### config.mk
export PLATFORM = sky130hd
export DESIGN_NAME = c1d_queue
export DESIGN_NICKNAME = d
export VERILOG_FILES = /design/src/design/conv1d_same_pad_relu_defines.svh /design/src/design/c1d_pkg.sv /design/src/design/c1d_queue.sv
export SDC_FILE = /design/constraint.sdc
export NUM_CORES = 1
export LEC_CHECK = 0
export BUFFER_PORTS_ARGS = -buffer_cell sky130_fd_sc_hd__buf_4
export CAP_MARGIN = 20
export CORE_AREA = 2 2 132 134
export DETAILED_ROUTE_END_ITERATION = 12
export DIE_AREA = 0 0 134 136
export GPL_ROUTABILITY_DRIVEN = 0
export PLACE_DENSITY = 0.79
export SYNTH_ARGS = -nofsm -noshare
export SYNTH_HDL_FRONTEND = slang
export SYNTH_SLANG_ARGS = --single-unit
### constraint.sdc
create_clock -name clk -period 7.25 [get_ports clk]
set_input_delay 0 -clock clk [delete_from_list [all_inputs] [get_ports clk]]
set_output_delay 0 -clock clk [all_outputs]
set_load 0.02 [all_outputs]
### src/design/conv1d_same_pad_relu_defines.svh
// ----------------------------------------------------------------------------
// conv1d_same_pad_relu_defines
// Assertion macros shared by the convolution filter RTL.
// ----------------------------------------------------------------------------
`ifndef CONV1D_SAME_PAD_RELU_DEFINES_SVH
`define CONV1D_SAME_PAD_RELU_DEFINES_SVH

// Same-cycle implication, sampled on clk, quiet while in reset.
`define C1D_ASSERT_NOW(lbl, ante, cons, msg) \
    lbl: assert property (@(posedge clk) disable iff (!rst_n) (ante) |-> (cons)) \
        else $error(msg);

// Next-cycle implication, sampled on clk, quiet while in reset.
`define C1D_ASSERT_NEXT(lbl, ante, cons, msg) \
    lbl: assert property (@(posedge clk) disable iff (!rst_n) (ante) |=> (cons)) \
        else $error(msg);

`endif

### src/design/c1d_pkg.sv
// ----------------------------------------------------------------------------
// c1d_pkg
// Shared constants, types and the job format of the convolution filter.
// ----------------------------------------------------------------------------
package c1d_pkg;

    localparam int TAPS      = 7;
    localparam int LEFT      = TAPS / 2;
    localparam int LAG       = TAPS - 1 - LEFT;
    localparam int WIN       = TAPS - 1;
    localparam int SAMPLE_W  = 16;
    localparam int COEF_W    = 16;
    localparam int VALUE_W   = 15;
    localparam int FILL_W    = 3;
    localparam int J_W       = (LAG > 0) ? $clog2(LAG + 1) : 1;
    localparam int EXT_IDX_W = (TAPS > 1) ? $clog2(TAPS) : 1;
    localparam int SEL_W     = EXT_IDX_W + 1;
    localparam int PROD_W    = SAMPLE_W + COEF_W;
    localparam int BIAS_SH   = 14;
    localparam int ACC_W     = PROD_W + 3;
    localparam int NTERM     = 8;
    localparam int CFG_IDX_W = 3;
    localparam int CFG_W     = 16;
    localparam int QDEPTH    = 2;
    localparam int QPTR_W    = (QDEPTH > 1) ? $clog2(QDEPTH) : 1;
    localparam int QCNT_W    = $clog2(QDEPTH + 1);
    localparam int RND_SH    = 14;
    localparam int RND_ADD   = 1 << (RND_SH - 1);
    localparam int VALUE_MAX = (1 << VALUE_W) - 1;

    // register indexes of the configuration port
    localparam logic [CFG_IDX_W-1:0] REG_COEF_0 = 3'd0;
    localparam logic [CFG_IDX_W-1:0] REG_BIAS   = 3'd7;

    typedef logic [TAPS-1:0][SAMPLE_W-1:0] ext_t;
    typedef logic [TAPS-1:0][COEF_W-1:0]   coef_arr_t;

    // one unit of work for the back end: a window snapshot and the span of
    // output positions it produces
    typedef struct packed {
        ext_t           ext;
        logic [J_W-1:0] jfirst;
        logic           frame_end;
    } job_t;

    typedef struct packed {
        logic              full;
        logic              empty;
        logic [QCNT_W-1:0] count;
    } q_stat_t;

    typedef struct packed {
        logic [FILL_W-1:0] fill;
    } fr_stat_t;

endpackage

### src/design/c1d_queue.sv
// ----------------------------------------------------------------------------
// c1d_queue
// Short job queue between front and back end.
// ----------------------------------------------------------------------------
module c1d_queue (
    input  logic               clk,
    input  logic               rst_n,
    input  logic               push,
    input  c1d_pkg::job_t      push_job,
    input  logic               pop,
    output c1d_pkg::job_t      head,
    output c1d_pkg::q_stat_t   q_stat
);

    c1d_pkg::job_t                 mem [c1d_pkg::QDEPTH];
    logic [c1d_pkg::QPTR_W-1:0]    wr_ptr_reg, wr_ptr_next;
    logic [c1d_pkg::QPTR_W-1:0]    rd_ptr_reg, rd_ptr_next;
    logic [c1d_pkg::QCNT_W-1:0]    count_reg, count_next;
    logic                          do_push;
    logic                          do_pop;

    assign q_stat.count = count_reg;
    assign q_stat.full  = count_reg == c1d_pkg::QCNT_W'(c1d_pkg::QDEPTH);
    assign q_stat.empty = count_reg == '0;
    assign do_push      = push && !q_stat.full;
    assign do_pop       = pop && !q_stat.empty;
    assign head         = mem[rd_ptr_reg];

    always_comb
    begin
        wr_ptr_next = wr_ptr_reg;
        rd_ptr_next = rd_ptr_reg;
        count_next  = count_reg;
        if (do_push)
        begin
            wr_ptr_next = (wr_ptr_reg == c1d_pkg::QPTR_W'(c1d_pkg::QDEPTH - 1))
                          ? '0 : wr_ptr_reg + 1'b1;
        end
        if (do_pop)
        begin
            rd_ptr_next = (rd_ptr_reg == c1d_pkg::QPTR_W'(c1d_pkg::QDEPTH - 1))
                          ? '0 : rd_ptr_reg + 1'b1;
        end
        if (do_push && !do_pop)
        begin
            count_next = count_reg + 1'b1;
        end
        else if (do_pop && !do_push)
        begin
            count_next = count_reg - 1'b1;
        end
    end

    always_ff @(posedge clk)
    begin
        if (do_push)
        begin
            mem[wr_ptr_reg] <= push_job;
        end
    end

    always_ff @(posedge clk or negedge rst_n)
    begin
        if (!rst_n)
        begin
            wr_ptr_reg <= '0;
            rd_ptr_reg <= '0;
            count_reg  <= '0;
        end
        else
        begin
            wr_ptr_reg <= wr_ptr_next;
            rd_ptr_reg <= rd_ptr_next;
            count_reg  <= count_next;
        end
    end

endmodule

Word-level counts from Yosys, hierarchy flattened
Memory sizes are Yosys's and may differ from the RTL's.
Cells that the tools add are included.

storage, ports and cells
  register bits after elaboration = 4
  memory bits (writable) = 230
  word-level logic and storage cells = 25
  memories kept = 1

operators by class
  add/sub/neg operators = 4
  equality and inequality tests = 1
  multiplexer cells = 6
  reductions and logical operators = 10

memories
  name  words  bits a word  read ports  clocked after Yosys merged registers in  wr ports  line             source
  mem   2      115          1           0                                        1         c1d_queue.sv:15  c1d_pkg::job_t mem [c1d_pkg::QDEPTH];

operator list
  cell                                                                count
  1-bit logical AND                                                   4
  1-bit zero test                                                     4
  1-bit two-way mux                                                   4
  2-bit two-way mux                                                   2
  1-bit adder, second input constant                                  2
  2-bit by 1-bit adder with 2-bit output, second input constant       1
  2-bit == test, second input constant                                1
  2-bit zero test                                                     1
  2-bit nonzero test                                                  1
  2-bit by 1-bit subtractor with 2-bit output, second input constant  1

Logic depth before layout (Yosys ltp)
Gate-level depths: netlist of the first run.

  depth after elaboration = 7
  mapped depth = 7

Worst setup path after synthesis of the first run
OpenSTA, ideal clock, no wires.

  path kind = register to register
  start = register count_reg[0] (netlist bit)
  end = memory mem[0][0] (netlist bit) (enable)
  arrival time = 5579 ps
  required time = 6660 ps
  setup slack = 1081 ps
  cell stages (with the launch flop) = 4
  path buffers = 0
  clock period less this slack = 6169 ps
  path through = dfrtp_1 nand2b_1 nand2_1 nor2_1

between the ends
  cells in the longest elaborated chain, start to end = 5

ends and longest elaborated chain
  what                                     line             source
  start: declaration                       c1d_queue.sv:18  logic [c1d_pkg::QCNT_W-1:0] count_reg, count_next;
  start signal: assignment                 c1d_queue.sv:74  count_reg <= count_next;
  2-bit == test                            c1d_queue.sv:23  assign q_stat.full = count_reg == c1d_pkg::QCNT_W'(c1d_pkg::QDEPTH);
  1-bit zero test                          c1d_queue.sv:25  assign do_push = push && !q_stat.full;
  1-bit logical AND                        c1d_queue.sv:25
  1-bit two-way mux                        c1d_queue.sv:56  if (do_push)
  1-bit two-way mux (implied by the code)  c1d_queue.sv:58  mem[wr_ptr_reg] <= push_job;
  end: declaration                         c1d_queue.sv:15

No other way between the ends.

==> flow_metrics.py, run 1 <==
metrics = {
    "timing": {
        "period_share_pct": 41.43,
        "grt_setup_unrepaired": "no",
        "tightest_slew_ns": 0.9974,
        "relSlewSlack_pct": 33.50,
        "period_minus_slack_ns": 3.003,
        "setup_tns_ns": 0,
        "final.setup_skew_ns": 0.005264,
        "setup_viol": 0,
        "final_hold_viol_count": 0,
        "final-max-slew-violation-count": 0,
        "fmax_mhz": 333.0,
    },
    "global_route": {
        "grt_first_pass_wirelength_mm": 26.98,
        "overflow": 0,
        "grt_pass1_vias": 5195,
        "antenna_found_initial": 0,
        "globalRouteTotalUtil_pct": 19.31,
        "grt_max_degree": 64,
    },
    "logic_synthesis": {
        "yosysMostFrequentCell": "edfxtp_1",
        "synth-async-reset-ratio_pct": 1.709,
        "yosys.area_share.adder_pct": 0.1446,
        "synth_top_family_by_area": "multiplexers",
        "yosys.area.top_type_share_pct": 79.84,
        "syn_area_um2": 8651,
        "synthTopCellsByArea": "edfxtp_1, mux2_2, mux2_4, dfrtp_1, buf_6",
        "synth_mux_area_share_pct": 16.71,
        "synthXorXnorAreaFrac_pct": 0.5062,
        "synth_commonest_cells": "edfxtp_1, mux2_2, mux2_4",
        "ys_ff_latch": 234,
        "synth_compound_area_share_pct": 0.05785,
        "yosysWarnings": 0,
        "synth_edf_count": 230,
        "synth_ff_type": "edfxtp_1",
        "syn_inst": 377,
        "avgSynthCellArea_um2": 22.95,
        "ys_seq_area_share_pct": 81.00,
        "synth_simple_gate_area_share_pct": 0.3182,
        "synth_cell_types": 15,
        "synth_top_area_cell": "edfxtp_1",
        "syn_nets": 497,
    },
    "min_path": {
        "holdCritPathClass": "in2reg",
    },
    "pwr": {
        "p_per_area_nw_per_um2": 384.9,
        "ir_drop_mv": 0.2269,
        "p_leak_nw": 4.854,
    },
    "routing": {
        "dr.pass1.iters": 4,
        "drt_wl_total_mm": 18.18,
        "vias": 4838,
        "drtAntennaViolNets": 0,
        "drt_iter0_drc": 276,
        "wire_per_inst_um": 18.36,
        "viasPerCell": 4.887,
        "drc_errors": 0,
    },
    "placed_design": {
        "port_buffers": 237,
        "dpl.hpwl_mm": 10.37,
        "dpl-instance-area_um2": 10660,
    },
    "clock_network": {
        "cts_buffer_depth": 3,
        "clock_latency_ns": 0.49,
        "cts_made_buffers": 23,
        "cts_tree": "yes",
        "h-tree-depth": 1,
        "cts_root_buf": "clkbuf_16",
        "ctsResizeCount": 0,
        "cts.sinks": 234,
        "clk_pin_slew_worst_paths_ns": 0.06,
    },
    "critical_path": {
        "worstSetupStartpointType": "flip-flop",
        "cp.required_ns": 7.25,
        "arrival_ns": 3.00,
        "path_class": "reg2out",
        "worst_setup_path_end_kind": "primary output",
        "cp_max_fo": 60,
    },
    "final_layout": {
        "fillCellCount": 952,
        "largest_register_ffs": 230,
        "area_growth_pct": 44.71,
        "nNetsFinal": 869,
        "multiInputGateArea_um2": 1546,
        "area.sequential_um2": 7010,
        "design_area_um2": 12520,
        "final_core_util_pct": 74.18,
        "drive_above_1_share_pct": 51.11,
        "diodes": 0,
    },
    "die": {
        "boundaryPins": 238,
        "start_util_pct": 51.26,
        "rows": 48,
        "coreArea_um2": 16880,
        "design.die.area_um2": 18220,
        "die_w_um": 134,
        "die_h_um": 136,
    },
    "status": {
        "status": "finished clean",
    },
    "job": {
        "drv_cap": 0,
    },
}
[worst paths after layout]
check | startpoint | end | slack, ns | cells past startpoint
min in group asynchronous | rst_n | rd_ptr_reg | 0.42 | 3
worst max-delay path | rd_ptr_reg | head[1] | 4.25 | 3
worst min-delay path | push_job[49] | mem[0][49] | 0.23 | 2
worst max register to register | count_reg[0] | mem[0][80] | 4.62 | 5
worst min register to register | count_reg[1] | count_reg[1] | 0.56 | 1
max in group asynchronous | rst_n | rd_ptr_reg | 6.63 | 3
[per-stage QoR]
stage | total power, mW | cells | worst slack (ns) | hold WS (ns)
2_1_floorplan | 3.116 | 377 | 1.081 | -0.2956
3_3_place_gp | 3.686 | 830 | 4.673 | -0.2004
3_5_place_dp | 3.732 | 830 | 4.595 | -0.2009
4_1_cts | 4.848 | 990 | 4.238 | 0.2131
5_1_grt | 5.019 | 990 | 4.098 | 0.2073
6_report | 4.818 | 990 | 4.247 | 0.2318
[layout make-up]
class	instances	area share (%)
inverter	2	0.05997
sequential	234	56.00
timing repair buffer	360	23.97
tap	225	2.249
multi-input combinational	128	12.35
clock inverter	11	0.3998
clock buffer	30	4.967
[cell families (layout without fill, tap and decap cells)]
kind of cell	Yosys count	count (layout)
XOR/XNOR	5	5
AND/OR/NAND/NOR	6	6
AO/OA/AOI/OAI	1	1
multiplexers	115	115
buffers and inverters	15	403
flip-flops	234	234
adder cells (fa/ha/maj)	1	1
[layer usage]
layer,part of all wire (%),track usage [%],up-vias
li1,-,-,2233
met1,38,21.76,2374
met2,54,35.98,189
met3,6.1,4.400,42
met4,2.7,6.856,0
met5,0,0,-
[where the power goes]
group          total (mW)  switching (mW)  leakage (nW)  internal (mW)
Sequential           1.99           0.140          2.18           1.85
Clock                1.07           0.464         0.337          0.602
Combinational        1.76           0.916          2.33          0.842
Total                4.82            1.52          4.85           3.30
[critical path: stages (launching register included)]
cell     delay (ns)
dfrtp_4        0.94
buf_4          0.90
mux2_2         0.43
buf_4          0.16
[cells in the final DEF, fill, tap and decap left out, types with 3 or more instances in the layout]
master and instances:
clkinv_1 4, clkbuf_1 5, buf_4 241, edfxtp_1 230
clkinv_2 7, clkbuf_16 23, mux2_2 75, xnor2_1 3
mux2_4 40, dlygate4sd3_1 119, dfrtp_1 3
[repair_timing]
action | CTS | global route
buffers inserted | 0 | 0
hold buffers | 119 | 0
hold endpoints to repair | 236 | 0
Note: power is estimated with default switching activity, not from simulation.
==> run 2, diff against run 1 <==
==> constraint.sdc (replaced) <==
create_clock -name clk -period 3 [get_ports clk]
set_input_delay 0 -clock clk [delete_from_list [all_inputs] [get_ports clk]]
set_output_delay 0 -clock clk [all_outputs]
set_load 0.02 [all_outputs]
==> flow_metrics.py, run 2 (synthesis results as in run 1) <==
metrics = {
    "timing": {
        "tightest_slew_ns": 0.6392,
        "relSlewSlack_pct": 57.39,
        "setup_tns_ns": 0,
        "final.setup_skew_ns": 0.01525,
        "grt_setup_unrepaired": "no",
        "period_minus_slack_ns": 2.241,
        "period_share_pct": 74.71,
        "layout_setup_ws_ns": 0.7588,
        "fmax_mhz": 446.2,
        "final-max-slew-violation-count": 0,
        "setup_viol": 0,
        "final_hold_viol_count": 0,
    },
    "clock_network": {
        "cts_root_buf": "clkbuf_16",
        "ctsResizeCount": 0,
        "cts_tree": "yes",
        "cts.sinks": 234,
        "cts_made_buffers": 23,
        "clock_latency_ns": 0.49,
        "cts_buffer_depth": 3,
        "h-tree-depth": 1,
        "post-cts-setup-buffers": 0,
        "clk_pin_slew_worst_paths_ns": 0.06,
        "ctsHoldBuffers": 119,
    },
    "final_layout": {
        "largest_register_ffs": 230,
        "nNetsFinal": 873,
        "mostFrequentLayoutCells": "buf_4, edfxtp_1, dlygate4sd3_1",
        "drive_above_1_share_pct": 50.91,
        "final_common_cell": "buf_4",
        "area_growth_pct": 45.76,
        "diodes": 0,
    },
    "pwr": {
        "switching_share_pct": 31.26,
        "switchingPower_mw": 3.698,
        "comb_power_share_pct": 37.0,
        "p_int_mw": 8.134,
        "clkPwrFrac_pct": 22.5,
        "pwr-share-seq_pct": 40.5,
        "p_per_area_nw_per_um2": 938.3,
        "ir_drop_mv": 0.7840,
        "p_leak_nw": 4.888,
    },
    "global_route": {
        "overflow": 0,
        "grt_first_pass_wirelength_mm": 28.74,
        "globalRouteTotalUtil_pct": 20.52,
        "grt_max_degree": 68,
        "grt_pass1_vias": 5353,
        "antenna_found_initial": 0,
    },
    "critical_path": {
        "arrival_ns": 2.24,
        "worst_setup_path_end_kind": "primary output",
        "cp_max_fo": 38,
        "path_class": "reg2out",
        "worstSetupStartpointType": "flip-flop",
        "cp.required_ns": 3.00,
    },
    "die": {
        "boundaryPins": 238,
        "design.die.area_um2": 18220,
        "die_h_um": 136,
        "rows": 48,
        "coreArea_um2": 16880,
        "start_util_pct": 51.26,
        "die_w_um": 134,
    },
    "routing": {
        "drtAntennaViolNets": 0,
        "dr.pass1.iters": 4,
        "wire_per_inst_um": 19.02,
        "vias": 4911,
        "viasPerCell": 4.946,
        "drt_wl_total_mm": 18.89,
        "drt_iter0_drc": 201,
        "drc_errors": 0,
    },
    "placed_design": {
        "place_ws_ns": 1.128,
        "dpl.hpwl_mm": 10.94,
        "port_buffers": 237,
    },
    "min_path": {
        "holdCritPathClass": "in2reg",
    },
    "job": {
        "drv_cap": 0,
    },
    "status": {
        "status": "finished clean",
    },
}
## run 2: path summary, 6_finish.rpt
kind | startpoint | to | slack [ns] | cells past startpoint
max in group asynchronous | rst_n | rd_ptr_reg | 2.39 | 3
min | push_job[108] | mem[0][108] | 0.23 | 2
max reg2reg | count_reg[0] | mem[0][22] | 1.15 | 4
max | rd_ptr_reg | head[75] | 0.76 | 3
min reg2reg | wr_ptr_reg | wr_ptr_reg | 0.55 | 1
min in group asynchronous | rst_n | count_reg[0] | 0.42 | 3
## run 2: cell type report
cell class              instances  area, um2
well taps                     225      281.5
flip-flops and latches        234       7010
clock buffers                  28      594.3
multi-input cells             128       1546
inverters                       2      7.507
clock inverters                12      101.3
fillers                       951       4267
repair buffers                364       3068
## run 2: through the flow
step / hold slack [ns] / utilization [%] / instance area, um2 / power (mW) / std cells
6_report: 0.2340 / 74.72 / 12610 / 11.83 / 993
5_1_grt: 0.2193 / 74.72 / 12610 / 12.34 / 993
3_5_place_dp: -0.2024 / 63.54 / 10720 / 9.093 / 834
2_1_floorplan: -0.2956 / - / 8660 / 7.455 / 377
3_3_place_gp: -0.2031 / 63.54 / 10720 / 8.981 / 834
4_1_cts: 0.2121 / 74.72 / 12610 / 11.90 / 993
## run 2: critical path: stages, from the launching register on
cell	delay, ns
dfrtp_4	0.83
buf_4	0.39
mux2_4	0.34
buf_4	0.16
## run 2: power by group through the flow
stage	Sequential [mW]	Combinational, mW	Clock (mW)
floorplan	4.71	2.74	0
global placement	4.79	4.19	0
detailed placement	4.85	4.24	0
CTS	4.78	4.39	2.72
global route	4.86	4.62	2.86
finish	4.79	4.38	2.66
## run 2: routing by layer
metal | track usage, % | wire, um | share of wire [%] | up-vias
met5 | 0 | 0 | 0 | -
met4 | 5.792 | 400 | 2.1 | 0
met3 | 4.176 | 1227 | 6.5 | 33
met1 | 23.82 | 7137 | 38 | 2428
met2 | 38.58 | 10120 | 54 | 207
li1 | - | - | - | 2243
