===== config.mk =====
export PLATFORM = sky130hd
export DESIGN_NAME = c1d_front_flat
export DESIGN_NICKNAME = d
export VERILOG_FILES = /design/src/design/conv1d_same_pad_relu_defines.svh /design/src/design/c1d_pkg.sv /design/src/design/c1d_in_if.sv /design/src/design/c1d_front.sv /design/src/flat_wrapper.sv
export SDC_FILE = /design/constraint.sdc
export NUM_CORES = 1
export LEC_CHECK = 0
export BUFFER_PORTS_ARGS = -buffer_cell sky130_fd_sc_hd__buf_2
export CAP_MARGIN = 0
export CORE_ASPECT_RATIO = 0.6
export CORE_MARGIN = 4
export CORE_UTILIZATION = 35
export CTS_CLUSTER_DIAMETER = 150
export DETAILED_ROUTE_END_ITERATION = 6
export HOLD_SLACK_MARGIN = 0.12
export SLEW_MARGIN = 10
export SYNTH_ARGS = -nofsm -noshare
export SYNTH_HDL_FRONTEND = slang
export SYNTH_SLANG_ARGS = --single-unit

===== constraint.sdc =====
create_clock -name clk -period 1.8 [get_ports clk]
set_input_delay 0 -clock clk [delete_from_list [all_inputs] [get_ports clk]]
set_output_delay 0 -clock clk [all_outputs]
set_load 0.05 [all_outputs]

===== src/design/conv1d_same_pad_relu_defines.svh =====
// ----------------------------------------------------------------------------
// conv1d_same_pad_relu_defines
// Assertion macros shared by the convolution filter RTL.
// ----------------------------------------------------------------------------
`ifndef CONV1D_SAME_PAD_RELU_DEFINES_SVH
`define CONV1D_SAME_PAD_RELU_DEFINES_SVH

// Same-cycle implication, sampled on clk, quiet while in reset.
`define C1D_ASSERT_NOW(lbl, ante, cons, msg) \
    lbl: assert property (@(posedge clk) disable iff (!rst_n) (ante) |-> (cons)) \
        else $error(msg);

// Next-cycle implication, sampled on clk, quiet while in reset.
`define C1D_ASSERT_NEXT(lbl, ante, cons, msg) \
    lbl: assert property (@(posedge clk) disable iff (!rst_n) (ante) |=> (cons)) \
        else $error(msg);

`endif


===== src/design/c1d_pkg.sv =====
// ----------------------------------------------------------------------------
// c1d_pkg
// Shared constants, types and the job format of the convolution filter.
// ----------------------------------------------------------------------------
package c1d_pkg;

    localparam int TAPS      = 7;
    localparam int LEFT      = TAPS / 2;
    localparam int LAG       = TAPS - 1 - LEFT;
    localparam int WIN       = TAPS - 1;
    localparam int SAMPLE_W  = 16;
    localparam int COEF_W    = 16;
    localparam int VALUE_W   = 15;
    localparam int FILL_W    = 3;
    localparam int J_W       = (LAG > 0) ? $clog2(LAG + 1) : 1;
    localparam int EXT_IDX_W = (TAPS > 1) ? $clog2(TAPS) : 1;
    localparam int SEL_W     = EXT_IDX_W + 1;
    localparam int PROD_W    = SAMPLE_W + COEF_W;
    localparam int BIAS_SH   = 14;
    localparam int ACC_W     = PROD_W + 3;
    localparam int NTERM     = 8;
    localparam int CFG_IDX_W = 3;
    localparam int CFG_W     = 16;
    localparam int QDEPTH    = 2;
    localparam int QPTR_W    = (QDEPTH > 1) ? $clog2(QDEPTH) : 1;
    localparam int QCNT_W    = $clog2(QDEPTH + 1);
    localparam int RND_SH    = 14;
    localparam int RND_ADD   = 1 << (RND_SH - 1);
    localparam int VALUE_MAX = (1 << VALUE_W) - 1;

    // register indexes of the configuration port
    localparam logic [CFG_IDX_W-1:0] REG_COEF_0 = 3'd0;
    localparam logic [CFG_IDX_W-1:0] REG_BIAS   = 3'd7;

    typedef logic [TAPS-1:0][SAMPLE_W-1:0] ext_t;
    typedef logic [TAPS-1:0][COEF_W-1:0]   coef_arr_t;

    // one unit of work for the back end: a window snapshot and the span of
    // output positions it produces
    typedef struct packed {
        ext_t           ext;
        logic [J_W-1:0] jfirst;
        logic           frame_end;
    } job_t;

    typedef struct packed {
        logic              full;
        logic              empty;
        logic [QCNT_W-1:0] count;
    } q_stat_t;

    typedef struct packed {
        logic [FILL_W-1:0] fill;
    } fr_stat_t;

endpackage


===== src/design/c1d_in_if.sv =====
// ----------------------------------------------------------------------------
// c1d_in_if
// Sample stream channel: valid/ready handshake with sample and frame flag.
// ----------------------------------------------------------------------------
interface c1d_in_if;
    logic                                    valid;
    logic                                    ready;
    logic signed [c1d_pkg::SAMPLE_W-1:0]     sample;
    logic                                    frame_end;

    modport source (output valid, output sample, output frame_end, input ready);
    modport sink   (input valid, input sample, input frame_end, output ready);
endinterface


===== src/design/c1d_front.sv =====
// ----------------------------------------------------------------------------
// c1d_front
// Accepts samples, keeps the window and fill count, and emits jobs.
// ----------------------------------------------------------------------------
module c1d_front (
    input  logic                clk,
    input  logic                rst_n,
    c1d_in_if.sink              samples,
    input  c1d_pkg::q_stat_t    q_stat,
    output logic                push,
    output c1d_pkg::job_t       job,
    output c1d_pkg::fr_stat_t   fr_stat
);

    logic [c1d_pkg::WIN-1:0][c1d_pkg::SAMPLE_W-1:0] win_reg, win_next;
    logic [c1d_pkg::FILL_W-1:0]                     fill_reg, fill_next;
    logic                                           accept;
    logic                                           primed;

    assign samples.ready = !q_stat.full;
    assign accept        = samples.valid && samples.ready;
    assign primed        = fill_reg >= c1d_pkg::FILL_W'(c1d_pkg::LAG);
    assign fr_stat.fill  = fill_reg;

    // job: window plus the new sample, and the first output position
    always_comb
    begin
        for (int i = 0; i < c1d_pkg::WIN; i++)
        begin
            job.ext[i] = win_reg[i];
        end
        job.ext[c1d_pkg::TAPS-1] = samples.sample;
        job.frame_end            = samples.frame_end;
        if (primed || !samples.frame_end)
        begin
            job.jfirst = '0;
        end
        else
        begin
            job.jfirst = c1d_pkg::J_W'(c1d_pkg::LAG) - c1d_pkg::J_W'(fill_reg);
        end
        push = accept && (samples.frame_end || primed);
    end

    // shift the window, or drop it at the end of a frame
    always_comb
    begin
        win_next  = win_reg;
        fill_next = fill_reg;
        if (accept)
        begin
            if (samples.frame_end)
            begin
                win_next  = '0;
                fill_next = '0;
            end
            else
            begin
                for (int i = 0; i < c1d_pkg::WIN - 1; i++)
                begin
                    win_next[i] = win_reg[i+1];
                end
                win_next[c1d_pkg::WIN-1] = samples.sample;
                if (fill_reg < c1d_pkg::FILL_W'(c1d_pkg::WIN))
                begin
                    fill_next = fill_reg + 1'b1;
                end
            end
        end
    end

    always_ff @(posedge clk or negedge rst_n)
    begin
        if (!rst_n)
        begin
            win_reg  <= '0;
            fill_reg <= '0;
        end
        else
        begin
            win_reg  <= win_next;
            fill_reg <= fill_next;
        end
    end

endmodule


===== src/flat_wrapper.sv =====
// flat-port wrapper written by rule: the top's interface ports become plain ports
module c1d_front_flat 
  (clk, rst_n, q_stat, push, job, fr_stat, samples_valid, samples_sample, samples_frame_end, samples_ready);
  c1d_in_if samples_i ();
  input  logic clk;
  input  logic rst_n;
  input  c1d_pkg::q_stat_t q_stat;
  output logic push;
  output c1d_pkg::job_t job;
  output c1d_pkg::fr_stat_t fr_stat;
  input wire logic [$bits(samples_i.valid)-1:0] samples_valid;
  input wire logic [$bits(samples_i.sample)-1:0] samples_sample;
  input wire logic [$bits(samples_i.frame_end)-1:0] samples_frame_end;
  output wire logic [$bits(samples_i.ready)-1:0] samples_ready;
  assign samples_i.valid = samples_valid;
  assign samples_i.sample = samples_sample;
  assign samples_i.frame_end = samples_frame_end;
  assign samples_ready = samples_i.ready;
  c1d_front u_core (.clk(clk), .rst_n(rst_n), .samples(samples_i), .q_stat(q_stat), .push(push), .job(job), .fr_stat(fr_stat));
endmodule

Word-level counts from Yosys, hierarchy flattened
Index checks and enable logic that the tools add are counted.
{"block": "op_classes", "addsub": 2, "n_lt_le_gt_ge": 2, "n_mux": 4, "n_reduce_logical": 8}
{"op": "two-way mux 96 bit", "count": 1}
{"op": "two-way mux 3 bit", "count": 2}
{"op": "adder 3 x 1 -> 3 bit, second input constant", "count": 1}
{"op": "greater-or-equal comparator 3 x 2 -> 1 bit, second input constant", "count": 1}
{"op": "< comparator 3 bit, second input constant", "count": 1}
{"op": "logical AND 1 bit", "count": 2}
{"op": "logical NOT 1 bit", "count": 2}
{"op": "logical OR 1 bit", "count": 2}
{"op": "two-way mux 2 bit", "count": 1}
{"op": "AND reduction 2 bit", "count": 1}
{"op": "nonzero test 2 bit", "count": 1}
{"op": "subtractor 2 bit, first input constant", "count": 1}
{"block": "word_totals", "reg_bits": 99, "output_inout_bits": 120}

Longest topological paths before layout
Gate-level depths: netlist of run 1.
{"block": "logic_depth", "depth_word": 3, "ltp_mapped": 7}

Worst setup path after synthesis of run 1
No wires, ideal clock.
{"block": "synth_timing", "kind": "register to output", "start": "reg u_core.fill_reg, in the netlist u_core.fr_stat[0]", "end": "out job[1] in the netlist's numbering", "arrival_time_ps": 1876, "required_ps": 1800, "slack_ps": -76, "stages_incl_launch_ff": 6, "n_path_buf": 0, "cell_sequence": "dfrtp_1 -> ha_1 -> ha_1 -> nor2_1 -> nand2_1 -> nor2_1"}
{"element": "from (decl)", "line_no": "c1d_front.sv:16", "source": "logic [c1d_pkg::FILL_W-1:0] fill_reg, fill_next;"}
{"element": "from (signal assigned)", "line_no": "c1d_front.sv:82", "source": "fill_reg <= fill_next;"}
{"element": "to (decl)", "line_no": "flat_wrapper.sv:9", "source": "output c1d_pkg::job_t job;"}

Final worst setup path of run 1
{"block": "layout_timing", "start": "reg u_core.fill_reg, in the netlist u_core.fr_stat[0]", "end": "out push"}
{"block": "layout_via", "elab_chain_cells": 3}
{"element": "greater-or-equal comparator 3 x 2 -> 1 bit", "line_no": "c1d_front.sv:22", "source": "assign primed = fill_reg >= c1d_pkg::FILL_W'(c1d_pkg::LAG);"}
{"element": "logical OR 1 bit", "line_no": "c1d_front.sv:42", "source": "push = accept && (samples.frame_end || primed);"}
{"element": "logical AND 1 bit", "line_no": "c1d_front.sv:42"}
{"element": "to (decl)", "line_no": "flat_wrapper.sv:8", "source": "output logic push;"}
Every way passes these cells.

==> reports/summary.txt, run 1 <==
Status - completed
Startpoint types - flip-flop
Slew @ Worst Pin - 0.666 ns
Worst Path Buf+Inv - 1
Syn nets - 486
Max rail drop VDD - 0.454 mV
CTS tree - done
Synthesized area - 4390 um^2
Max FO, Critical Path - 2
Placer Congestion - 0.726
Synth Area in Simple Gates - 23.4%
Fin crit share - 95.0%
Power Density - 1100 nW/um^2
Largest net degree at the start of global routing - 85
Average cell area after synthesis - 9.54 um^2
# diodes - 0
Yosys reg bits - 99
Largest family of logic cells by synthesized area - simple AND/OR/NAND/NOR gates
Share of cells above drive strength 1 - 28.5%
Total CTS buffers - 9
Post-synth ARST share - 100%
Slowest CP cell - dfrtp_2
Ys flop type - dfrtp_1
Commonest cells post-synth - nand2_1, dfrtp_1, nand2b_1, o21ai_1, o21ai_0
Fin cells - 759
Max cap viols - 0
Drt via density - 4.41
CP Cell Sequence - ha_1 -> ha_1 -> a2111oi_4 -> nor2_2 -> buf_4
Reg clk slew, reported paths - 0.06 ns
Yosys top cell by area - dfrtp_1
Area delta synth->final - 28.8%
Compound-Gate Fraction of Synth Area - 11.8%
Clock root buffer master - clkbuf_16
Final setup vio count - 0
Minimum clock period - 1.71 ns
DIE AREA - 14500 um^2
Area share of the leading cell type in the synthesized netlist - 56.4%
Clock Sink Count - 99
IO Port Bufs - 140
Number of synthesized flops with an enable pin - 0
Element type at the critical path end - output port
Fmax - 585 MHz
HP Class - primary input to flip-flop
Post-Synth XOR/XNOR Area - 0%
Remaining DRCs - 0
Row Count - 31
Final Hold Slack - 0.174 ns
Core ar. - 12100 um^2
Number of global-route vias before repair - 3472
Leakage - 2.75 nW
CTS H-tree depth - 3
Initial antenna violation count - 0
Inst Count DP - 722
Number of iterations in the first detailed-routing pass - 4
Slowest stage delay, CP - 0.40 ns
Fin. Hold Viols - 0
Final Net Count - 615
Synth warn - 0
CP delay by family, top - adder cells
Total grt overflow - 0
Starting Density - 36.2%
Ports - 144
Worst clock skew - 0.00633 ns
Worst path most repeated cell - ha_1
Yosys cell types - 22
Setup WS post-layout - 0.0900 ns
DR vias - 3348
Top-count cell post-synth - nand2_1
First-pass GRT wire length - 18100 um
Starting DRC count in detailed routing - 112
Mapped Cells - 460
Largest cells by area after synthesis - dfrtp_1, nand2b_1, nand2_1
GR Util All Layers - 15.7%
Die Wd - 153 um
Routed Wire Length - 10800 um
Worst Path Required - 1.80 ns
Max-Slew Margin vs Limit - 55.6%
Fill cells - 1190
Number of routed nets with antenna violations - 0
WP data arrival - 1.71 ns
Seq/Total Area, Yosys - 56.4%
Slew Viols, Final - 0
Clock tree buffer depth - 2
WL per Instance - 14.3 um
Hpwl dp - 7730 um
Multiplexer share of the synthesized area - 0%
Post-route setup TNS - 0 ns
Die height - 94.7 um
Adder-cell share of the synthesized area - 0.570%
CP Class - flip-flop to output port
Pre-CTS setup slack - 0.223 ns
Clk_lat worst skew - 0.34 ns
RSZ-0062 raised after global routing - no
==> per-layer routing <==
metal  up-vias  track usage, %  wire length (um)
met4         0            3.04                74
met5         -               0                 0
met2       102            24.8              4800
met1      1517            21.9              5350
li1       1722               -                 -
met3         7            4.53               621
==> kinds of logic after synthesis <==
group,after synthesis
AO/OA/AOI/OAI,101
buffers and inverters,53
flip-flops,99
adder cells (fa/ha/maj),2
AND/OR/NAND/NOR,205
==> sequential cells by signal (all words and copies together), names as in the netlist <==
signal	flops
u_core.job	96
u_core.fr_stat	3
==> power by group <==
part | internal [mW] | switching (mW)
Combinational | 0.400 | 1.10
Sequential | 2.38 | 0.138
Clock | 1.36 | 0.815
Total | 4.14 | 2.05
==> worst paths after layout <==
path                       cells past startpoint  slack (ns)           endpoint         startpoint
setup / recovery                               5        0.09               push  u_core.fr_stat[0]
hold reg to reg                                2        0.48      u_core.job[8]      u_core.job[8]
setup reg to reg                               4        0.43  u_core.fr_stat[2]  u_core.fr_stat[0]
hold / removal                                 3        0.17  u_core.fr_stat[2]      samples_valid
max in group asynchronous                      3        0.87  u_core.fr_stat[1]              rst_n
min in group asynchronous                      2        0.25     u_core.job[10]              rst_n
==> area by class of cell <==
type	count	area, um^2	area share, %
Tap cell	165	206	3.65
Multi-Input combinational cell	308	1590	28.1
Clock buffer	10	229	4.05
Timing Repair Buffer	168	1020	18.1
Clock inverter	6	114	2.01
Sequential cell	99	2480	43.9
Inverter	3	11.3	0.199
==> repair_timing <==
item	in CTS	in global routing
endpoints found under the hold margin	63	0
setup buffers	1	1
hold buffers	19	0
setup endpoints to repair	1	3
gates cloned	0	0
pin swaps	1	0
gates resized for setup	5	5
==> cells in the final DEF, fill, tap and decap left out <==
cell           count
o221ai_1           1
buf_12             4
clkinvlp_4         2
nand2_1          100
clkbuf_16          9
clkbuf_1           1
nor2b_1            1
or3_1              1
inv_1              3
ha_1               2
o21ai_0           40
nor2_2             1
buf_2            136
clkinv_4           1
clkbuf_4           1
nor2_1             4
a21boi_0           1
nand3_1            1
bufinv_16          3
o311ai_0           1
o21ai_1           57
a2111oi_4          1
dfrtp_1           97
nand2b_1          96
dfrtp_2            2
buf_4              7
dlygate4sd3_1     19
nand2b_4           1
buf_6              1
==> worst register-to-register path, cell delays in order (launching register included) <==
cell and delay (ns):
dfrtp_2 0.40, ha_1 0.20, ha_1 0.27, or3_1 0.34, o221ai_1 0.08
==> per-stage QoR <==
| stage | area (um^2) | power (mW) | util, % |
|---|---|---|---|
| after CTS | 5630 | 6.22 | 46.3 |
| after global routing | 5650 | 6.51 | 46.6 |
| after global placement | 5070 | 3.91 | 41.8 |
| after floorplan | 4390 | 3.58 | - |
| final | 5650 | 6.19 | 46.6 |
| after detailed placement | 5070 | 3.95 | 41.8 |
No activity file was read; power rests on OpenSTA's default activity.
==> run 2, diff against run 1 <==
--- a/config.mk
+++ b/config.mk
@@ -7,12 +7,15 @@
 export LEC_CHECK = 0
 export BUFFER_PORTS_ARGS = -buffer_cell sky130_fd_sc_hd__buf_2
 export CAP_MARGIN = 0
+export CELL_PAD_IN_SITES_DETAIL_PLACEMENT = 1
+export CELL_PAD_IN_SITES_GLOBAL_PLACEMENT = 1
 export CORE_ASPECT_RATIO = 0.6
 export CORE_MARGIN = 4
 export CORE_UTILIZATION = 35
 export CTS_CLUSTER_DIAMETER = 150
 export DETAILED_ROUTE_END_ITERATION = 6
 export HOLD_SLACK_MARGIN = 0.12
+export PLACE_DENSITY_LB_ADDON = 0.1
 export SLEW_MARGIN = 10
 export SYNTH_ARGS = -nofsm -noshare
 export SYNTH_HDL_FRONTEND = slang
==> run 2 against run 1 <==
Register-to-register slack hardly changed. First-iteration DRC count is 56% higher. Utilization about the same. Clock-buffer cell count is the same. Clock power down 3%. Final area about the same. Highest routed layer unchanged. Global-route usage increased by 1.7 points. Sequential power hardly changed.
==> reports/summary.txt, run 2 (synthesis gave the netlist of run 1 again) <==
Startpoint types - flip-flop
Hpwl dp - 8100 um (+4.8%)
Slew @ Worst Pin - 0.489 ns (-0.176 ns)
RSZ-0062 raised after global routing - no
Met3 wire length - 554 um (-11%)
First-pass GRT wire length - 20000 um (+10%)
IO Port Bufs - 140 (unchanged)
CTS tree - done
Routed Wire Length - 11900 um (+10%)
Leading cell types in the layout, fill and taps excluded - buf_2, nand2_1, dfrtp_1
Max cap viols - 0 (unchanged)
Final Core Density - 46.6% (about the same)
Element type at the critical path end - output port
Starting DRC count in detailed routing - 175 (+56%)
Reg clk slew, reported paths - 0.07 ns (about the same)
Number of iterations in the first detailed-routing pass - 4 (unchanged)
Critical Path Sink - push
Area delta synth->final - 28.8% (about the same)
Final Net Count - 616 (+0.16%)
Post-route setup TNS - 0 ns (unchanged)
# diodes - 0 (unchanged)
Multi-input logic area - 1590 um^2 (+0.16%)
Minimum clock period - 1.70 ns (-0.00718 ns)
WL met1 - 5580 um (+4.4%)
WL per Instance - 15.7 um (+10%)
CP Cell Sequence - ha_1 -> ha_2 -> a2111oi_4 -> nor2_2 -> buf_6
Max FO, Critical Path - 2 (unchanged)
CP Class - flip-flop to output port
R2r setup slk - 0.43 ns (about the same)
Max-Slew Margin vs Limit - 67.3% (+12 points)
DR vias - 3493 (+4.3%)
Starting Density - 36.2% (unchanged)
Total grt overflow - 0 (unchanged)
Fin cells - 760 (+0.13%)
Clk_lat worst skew - 0.34 ns (about the same)
Slowest stage delay, CP - 0.41 ns (about the same)
Number of global-route vias before repair - 3690 (+6.3%)
Worst Path Required - 1.80 ns (about the same)
Clock Sink Count - 99 (unchanged)
CTS H-tree depth - 3 (unchanged)
Initial antenna violation count - 0 (unchanged)
Share of cells above drive strength 1 - 28.7% (+0.29 points)
R2R depth - 4 (unchanged)
Sequential standard cell area - 2480 um^2 (unchanged)
Worst clock skew - 0.00305 ns (-0.00327 ns)
Remaining DRCs - 0 (unchanged)
Number of routed nets with antenna violations - 0 (unchanged)
Leading cell type in the layout, fill and taps excluded - buf_2
Clock tree buffer depth - 2 (unchanged)
Max rail drop VDD - 0.477 mV (+5.1%)
Pre-CTS setup slack - 0.134 ns (-0.0886 ns)
Slowest CP cell - dfrtp_2
WP data arrival - 1.70 ns (about the same)
R2R Path End - u_core.fr_stat[2]
Final setup vio count - 0 (unchanged)
Status - completed
Top layer reached by signal wires - met4
Largest register FFs - 96 (unchanged)
HP Class - primary input to flip-flop
Fin crit share - 94.6% (-0.40 points)
Setup WS post-layout - 0.0971 ns (+0.00718 ns)
DIE AREA - 14500 um^2 (unchanged)
RR Startpoint - u_core.fr_stat[0]
Core ar. - 12100 um^2 (unchanged)
Die height - 94.7 um (unchanged)
Inst Count DP - 722 (unchanged)
Leakage - 2.74 nW (about the same)
Slew Viols, Final - 0 (unchanged)
Ports - 144 (unchanged)
Dpl cell area - 5070 um^2 (unchanged)
Row Count - 31 (unchanged)
Fmax - 587 MHz (+0.42%)
Final Hold Slack - 0.157 ns (-0.0163 ns)
Clock root buffer master - clkbuf_16
Die Wd - 153 um (unchanged)
Pwr Total - 6.15 mW (-0.72%)
Power Density - 1090 nW/um^2 (-0.68%)
Largest net degree at the start of global routing - 83 (-2.4%)
Total CTS buffers - 9 (unchanged)
DR WL met2 - 5690 um (+19%)
Worst Setup SP - u_core.fr_stat[0]
GR Util All Layers - 17.4% (+1.7 points)
Placer Congestion - 0.738 (+1.6%)
Fill cells - 1443 (+21%)
Fin. Hold Viols - 0 (unchanged)
Post-route cell area - 5650 um^2 (about the same)
Drt via density - 4.60 (+4.2%)
## run 2: changes by cell type in the layout (fill, tap and decap cells not counted), sizes merged
cell / previous run / this run
dlygate4sd3: 19 / 20
clkinv: 1 / 2
buf: 148 / 149
bufinv: 3 / 2
clkbuf: 11 / 10
## run 2: worst min path at each step
stage | from | to | cells after the start
final | samples_valid | u_core.fr_stat[2] | 3
after global placement | rst_n | u_core.job[7] | 1
after CTS | samples_valid | u_core.fr_stat[2] | 3
after global routing | samples_valid | u_core.fr_stat[2] | 3
after floorplan | rst_n | u_core.fr_stat[0] | 0
after detailed placement | rst_n | u_core.job[7] | 1
## run 2: timing repair
action,4_1_cts,5_1_grt
endpoints found under the setup margin,3,3
hold endpoints to repair,118,0
buffers inserted,2,0
resized for setup,6,6
hold buffers,20,0
## run 2: per-layer routing
| layer | track usage, % | vias to the layer above |
|---|---|---|
| met5 | 0 | - |
| met4 | 4.23 | 0 |
| met3 | 4.62 | 8 |
| met2 | 29.1 | 89 |
| met1 | 22.9 | 1681 |
| li1 | - | 1715 |
## run 2: area by class of cell
cell class	count	area share, %
clock inverter	6	1.57
tap	165	3.65
clock buffer	10	4.23
inverter	3	0.199
timing repair buffer	169	18.3
multi-input combinational	308	28.2
sequential	99	43.9
## run 2: critical path: cells and delay by family (launching register included)
kind / cells / cell delay, ns
and+or+nand+nor: 1 / 0.06
adders and majority gates: 2 / 0.39
buffers and inverters: 1 / 0.16
DFF: 1 / 0.41
AOI/OAI and AO/OA: 1 / 0.34
## run 2: power breakdown
group / leakage (nW) / switching (mW) / internal, mW
Clock: 0.155 / 0.857 / 1.26
Combinational: 1.24 / 1.11 / 0.399
Sequential: 1.35 / 0.146 / 2.38
==> run 3, diff against run 2 <==
--- a/config.mk
+++ b/config.mk
@@ -5,7 +5,7 @@
 export SDC_FILE = /design/constraint.sdc
 export NUM_CORES = 1
 export LEC_CHECK = 0
-export BUFFER_PORTS_ARGS = -buffer_cell sky130_fd_sc_hd__buf_2
+export BUFFER_PORTS_ARGS = -buffer_cell sky130_fd_sc_hd__buf_4
 export CAP_MARGIN = 0
 export CELL_PAD_IN_SITES_DETAIL_PLACEMENT = 1
 export CELL_PAD_IN_SITES_GLOBAL_PLACEMENT = 1
==> run 3 against run 2 <==
Final area increased by 5.7%. First-iteration DRC count decreased by 6.3%. Cell count decreased by 0.26%. Critical path depth unchanged. Sequential power about the same. Flip-flop and latch count unchanged. Combinational power increased by 8%. Clock skew increased by 0.0024 ns. Setup slack got worse by 0.021 ns. Wire length decreased by 2.2%. Power increased by 1.5%.
==> reports/summary.txt, run 3 (synthesis gave the netlist of run 1 again) <==
Status - completed
Final setup vio count - 0 (unchanged)
CTS H-tree depth - 3 (unchanged)
Clock root buffer master - clkbuf_16
CTS tree - done
Worst Path Buf+Inv - 1 (unchanged)
Max cap viols - 0 (unchanged)
Placer Congestion - 0.726 (-1.6%)
Row Count - 31 (unchanged)
Area delta synth->final - 36.1%
Slew @ Worst Pin - 0.525 ns (+0.0352 ns)
Worst clock skew - 0.00547 ns (+0.00242 ns)
Total grt overflow - 0 (unchanged)
First-pass GRT wire length - 19300 um (-3.5%)
Final Core Density - 49.2% (+2.6 points)
Power Density - 1050 nW/um^2 (-3.9%)
Clock tree buffer depth - 2 (unchanged)
Minimum clock period - 1.72 ns (+0.0206 ns)
Reg power frac - 40.5% (-0.6 points)
Final Net Count - 614 (-0.32%)
Leading cell types in the layout, fill and taps excluded - buf_4, nand2_1, dfrtp_1
Startpoint types - flip-flop
HP Class - primary input to flip-flop
Multi-input logic area - 1590 um^2 (unchanged)
Starting DRC count in detailed routing - 164 (-6.3%)
WP data arrival - 1.72 ns (+0.02 ns)
RSZ-0062 raised after global routing - no
Slowest stage delay, CP - 0.41 ns (about the same)
Max rail drop VDD - 0.456 mV (-4.4%)
IO Port Bufs - 140 (unchanged)
# diodes - 0 (unchanged)
Initial antenna violation count - 0 (unchanged)
Leakage - 2.77 nW (+0.92%)
Clk_lat worst skew - 0.34 ns (about the same)
Slowest CP cell - dfrtp_2
DIE AREA - 14500 um^2 (unchanged)
Ports - 144 (unchanged)
Fin. Hold Viols - 0 (unchanged)
Total CTS buffers - 9 (unchanged)
Number of routed nets with antenna violations - 0 (unchanged)
Routed Wire Length - 11700 um (-2.2%)
Fin crit share - 95.7% (+1.1 points)
Clock share of power - 33.4% (-1.0 points)
Die Wd - 153 um (unchanged)
Max FO, Critical Path - 2 (unchanged)
Largest register FFs - 96 (unchanged)
CP Cell Sequence - ha_1 -> ha_2 -> a2111oi_4 -> nor2_2 -> buf_6
Clock Sink Count - 99 (unchanged)
Worst Path Required - 1.80 ns (about the same)
Element type at the critical path end - output port
Core ar. - 12100 um^2 (unchanged)
Number of global-route vias before repair - 3624 (-1.8%)
Reg clk slew, reported paths - 0.07 ns (about the same)
Largest net degree at the start of global routing - 59 (-29%)
Hpwl dp - 8160 um (+0.71%)
CP delay by family, top - adder cells
Fmax - 580 MHz (-1.2%)
Drt via density - 4.57 (-0.51%)
Die height - 94.7 um (unchanged)
Number of iterations in the first detailed-routing pass - 4 (unchanged)
Sequential standard cell area - 2480 um^2 (unchanged)
NetSw - 2.09 mW (-0.91%)
Starting Density - 36.2% (unchanged)
Max-Slew Margin vs Limit - 65.0% (-2.2 points)
Post-route setup TNS - 0 ns (unchanged)
Slew Viols, Final - 0 (unchanged)
Comb power frac - 26.1% (+1.5 points)
Leading cell type in the layout, fill and taps excluded - buf_4
CP Class - flip-flop to output port
Net Sw Frac - 33.5% (-0.83 points)
GR Util All Layers - 16.6% (-0.78 points)
Internal Pwr Total - 4.15 mW (+2.8%)
Fill cells - 1395 (-3.3%)
WL per Instance - 15.4 um (-1.9%)
Remaining DRCs - 0 (unchanged)
Share of cells above drive strength 1 - 28.8% (+0.097 points)
DR vias - 3466 (-0.77%)
run 3: changes by cell type in the layout (fill, tap and decap cells not counted), sizes merged:
cell / before / now
dlygate4sd3: 20 / 18
run 3: area by class of cell:
cell class	instances	share of cell area [%]
Clock buffer	10	4.00
Clock inverter	6	1.49
Inverter	3	0.189
Multi-Input combinational cell	308	26.7
Sequential cell	99	41.5
Tap cell	165	3.46
Timing Repair Buffer	167	22.6
run 3: power groups by stage:
| stage | Sequential [mW] | Clock (mW) | Combinational [mW] |
|---|---|---|---|
| after detailed placement | 2.59 | 0 | 1.52 |
| after floorplan | 3.08 | 0 | 0.508 |
| after CTS | 2.53 | 2.16 | 1.65 |
| after global placement | 2.57 | 0 | 1.48 |
| final | 2.53 | 2.08 | 1.63 |
| after global routing | 2.55 | 2.27 | 1.74 |
run 3: through the flow:
step / setup slack [ns] / total power, mW / hold WS [ns] / area (um^2) / std cells
final: 0.0765 / 6.24 / 0.144 / 5970 / 758
after CTS: 0.0104 / 6.34 / 0.133 / 5970 / 758
after floorplan: -0.0761 / 3.58 / -0.296 / 4390 / 460
after detailed placement: 0.0780 / 4.10 / 0.0172 / 5420 / 722
after global placement: 0.218 / 4.06 / 0.0135 / 5420 / 722
after global routing: 0.00896 / 6.57 / 0.149 / 5970 / 758
run 3: tightest hold or removal path, stage by stage:
cell	delay, ns
buf_4	0.12
nor2b_1	0.15
o221ai_1	0.16
run 3: routing by layer:
metal	part of all wire, %	vias up	GRT usage [%]
li1	-	1715	-
met5	0	-	0
met2	46	83	26.1
met1	47	1658	22.7
met3	5.7	10	5.22
met4	1.1	0	3.93
run 3: timing repair:
| action | CTS | global route |
|---|---|---|
| hold buffers | 18 | 0 |
| endpoints found under the setup margin | 3 | 3 |
| hold endpoints to repair | 112 | 0 |
| resized for setup | 6 | 1 |
| buffers inserted | 2 | 0 |
run 3: final timing paths:
check                                        from                end  slack [ns]  cells past startpoint
worst min register to register     u_core.job[18]     u_core.job[18]        0.48                      2
worst min-delay path                samples_valid  u_core.fr_stat[2]        0.14                      3
max in group asynchronous                   rst_n     u_core.job[82]        0.96                      3
worst max register to register  u_core.fr_stat[0]  u_core.fr_stat[2]        0.40                      4
worst max-delay path            u_core.fr_stat[0]               push        0.08                      5
min in group asynchronous                   rst_n      u_core.job[9]        0.18                      2
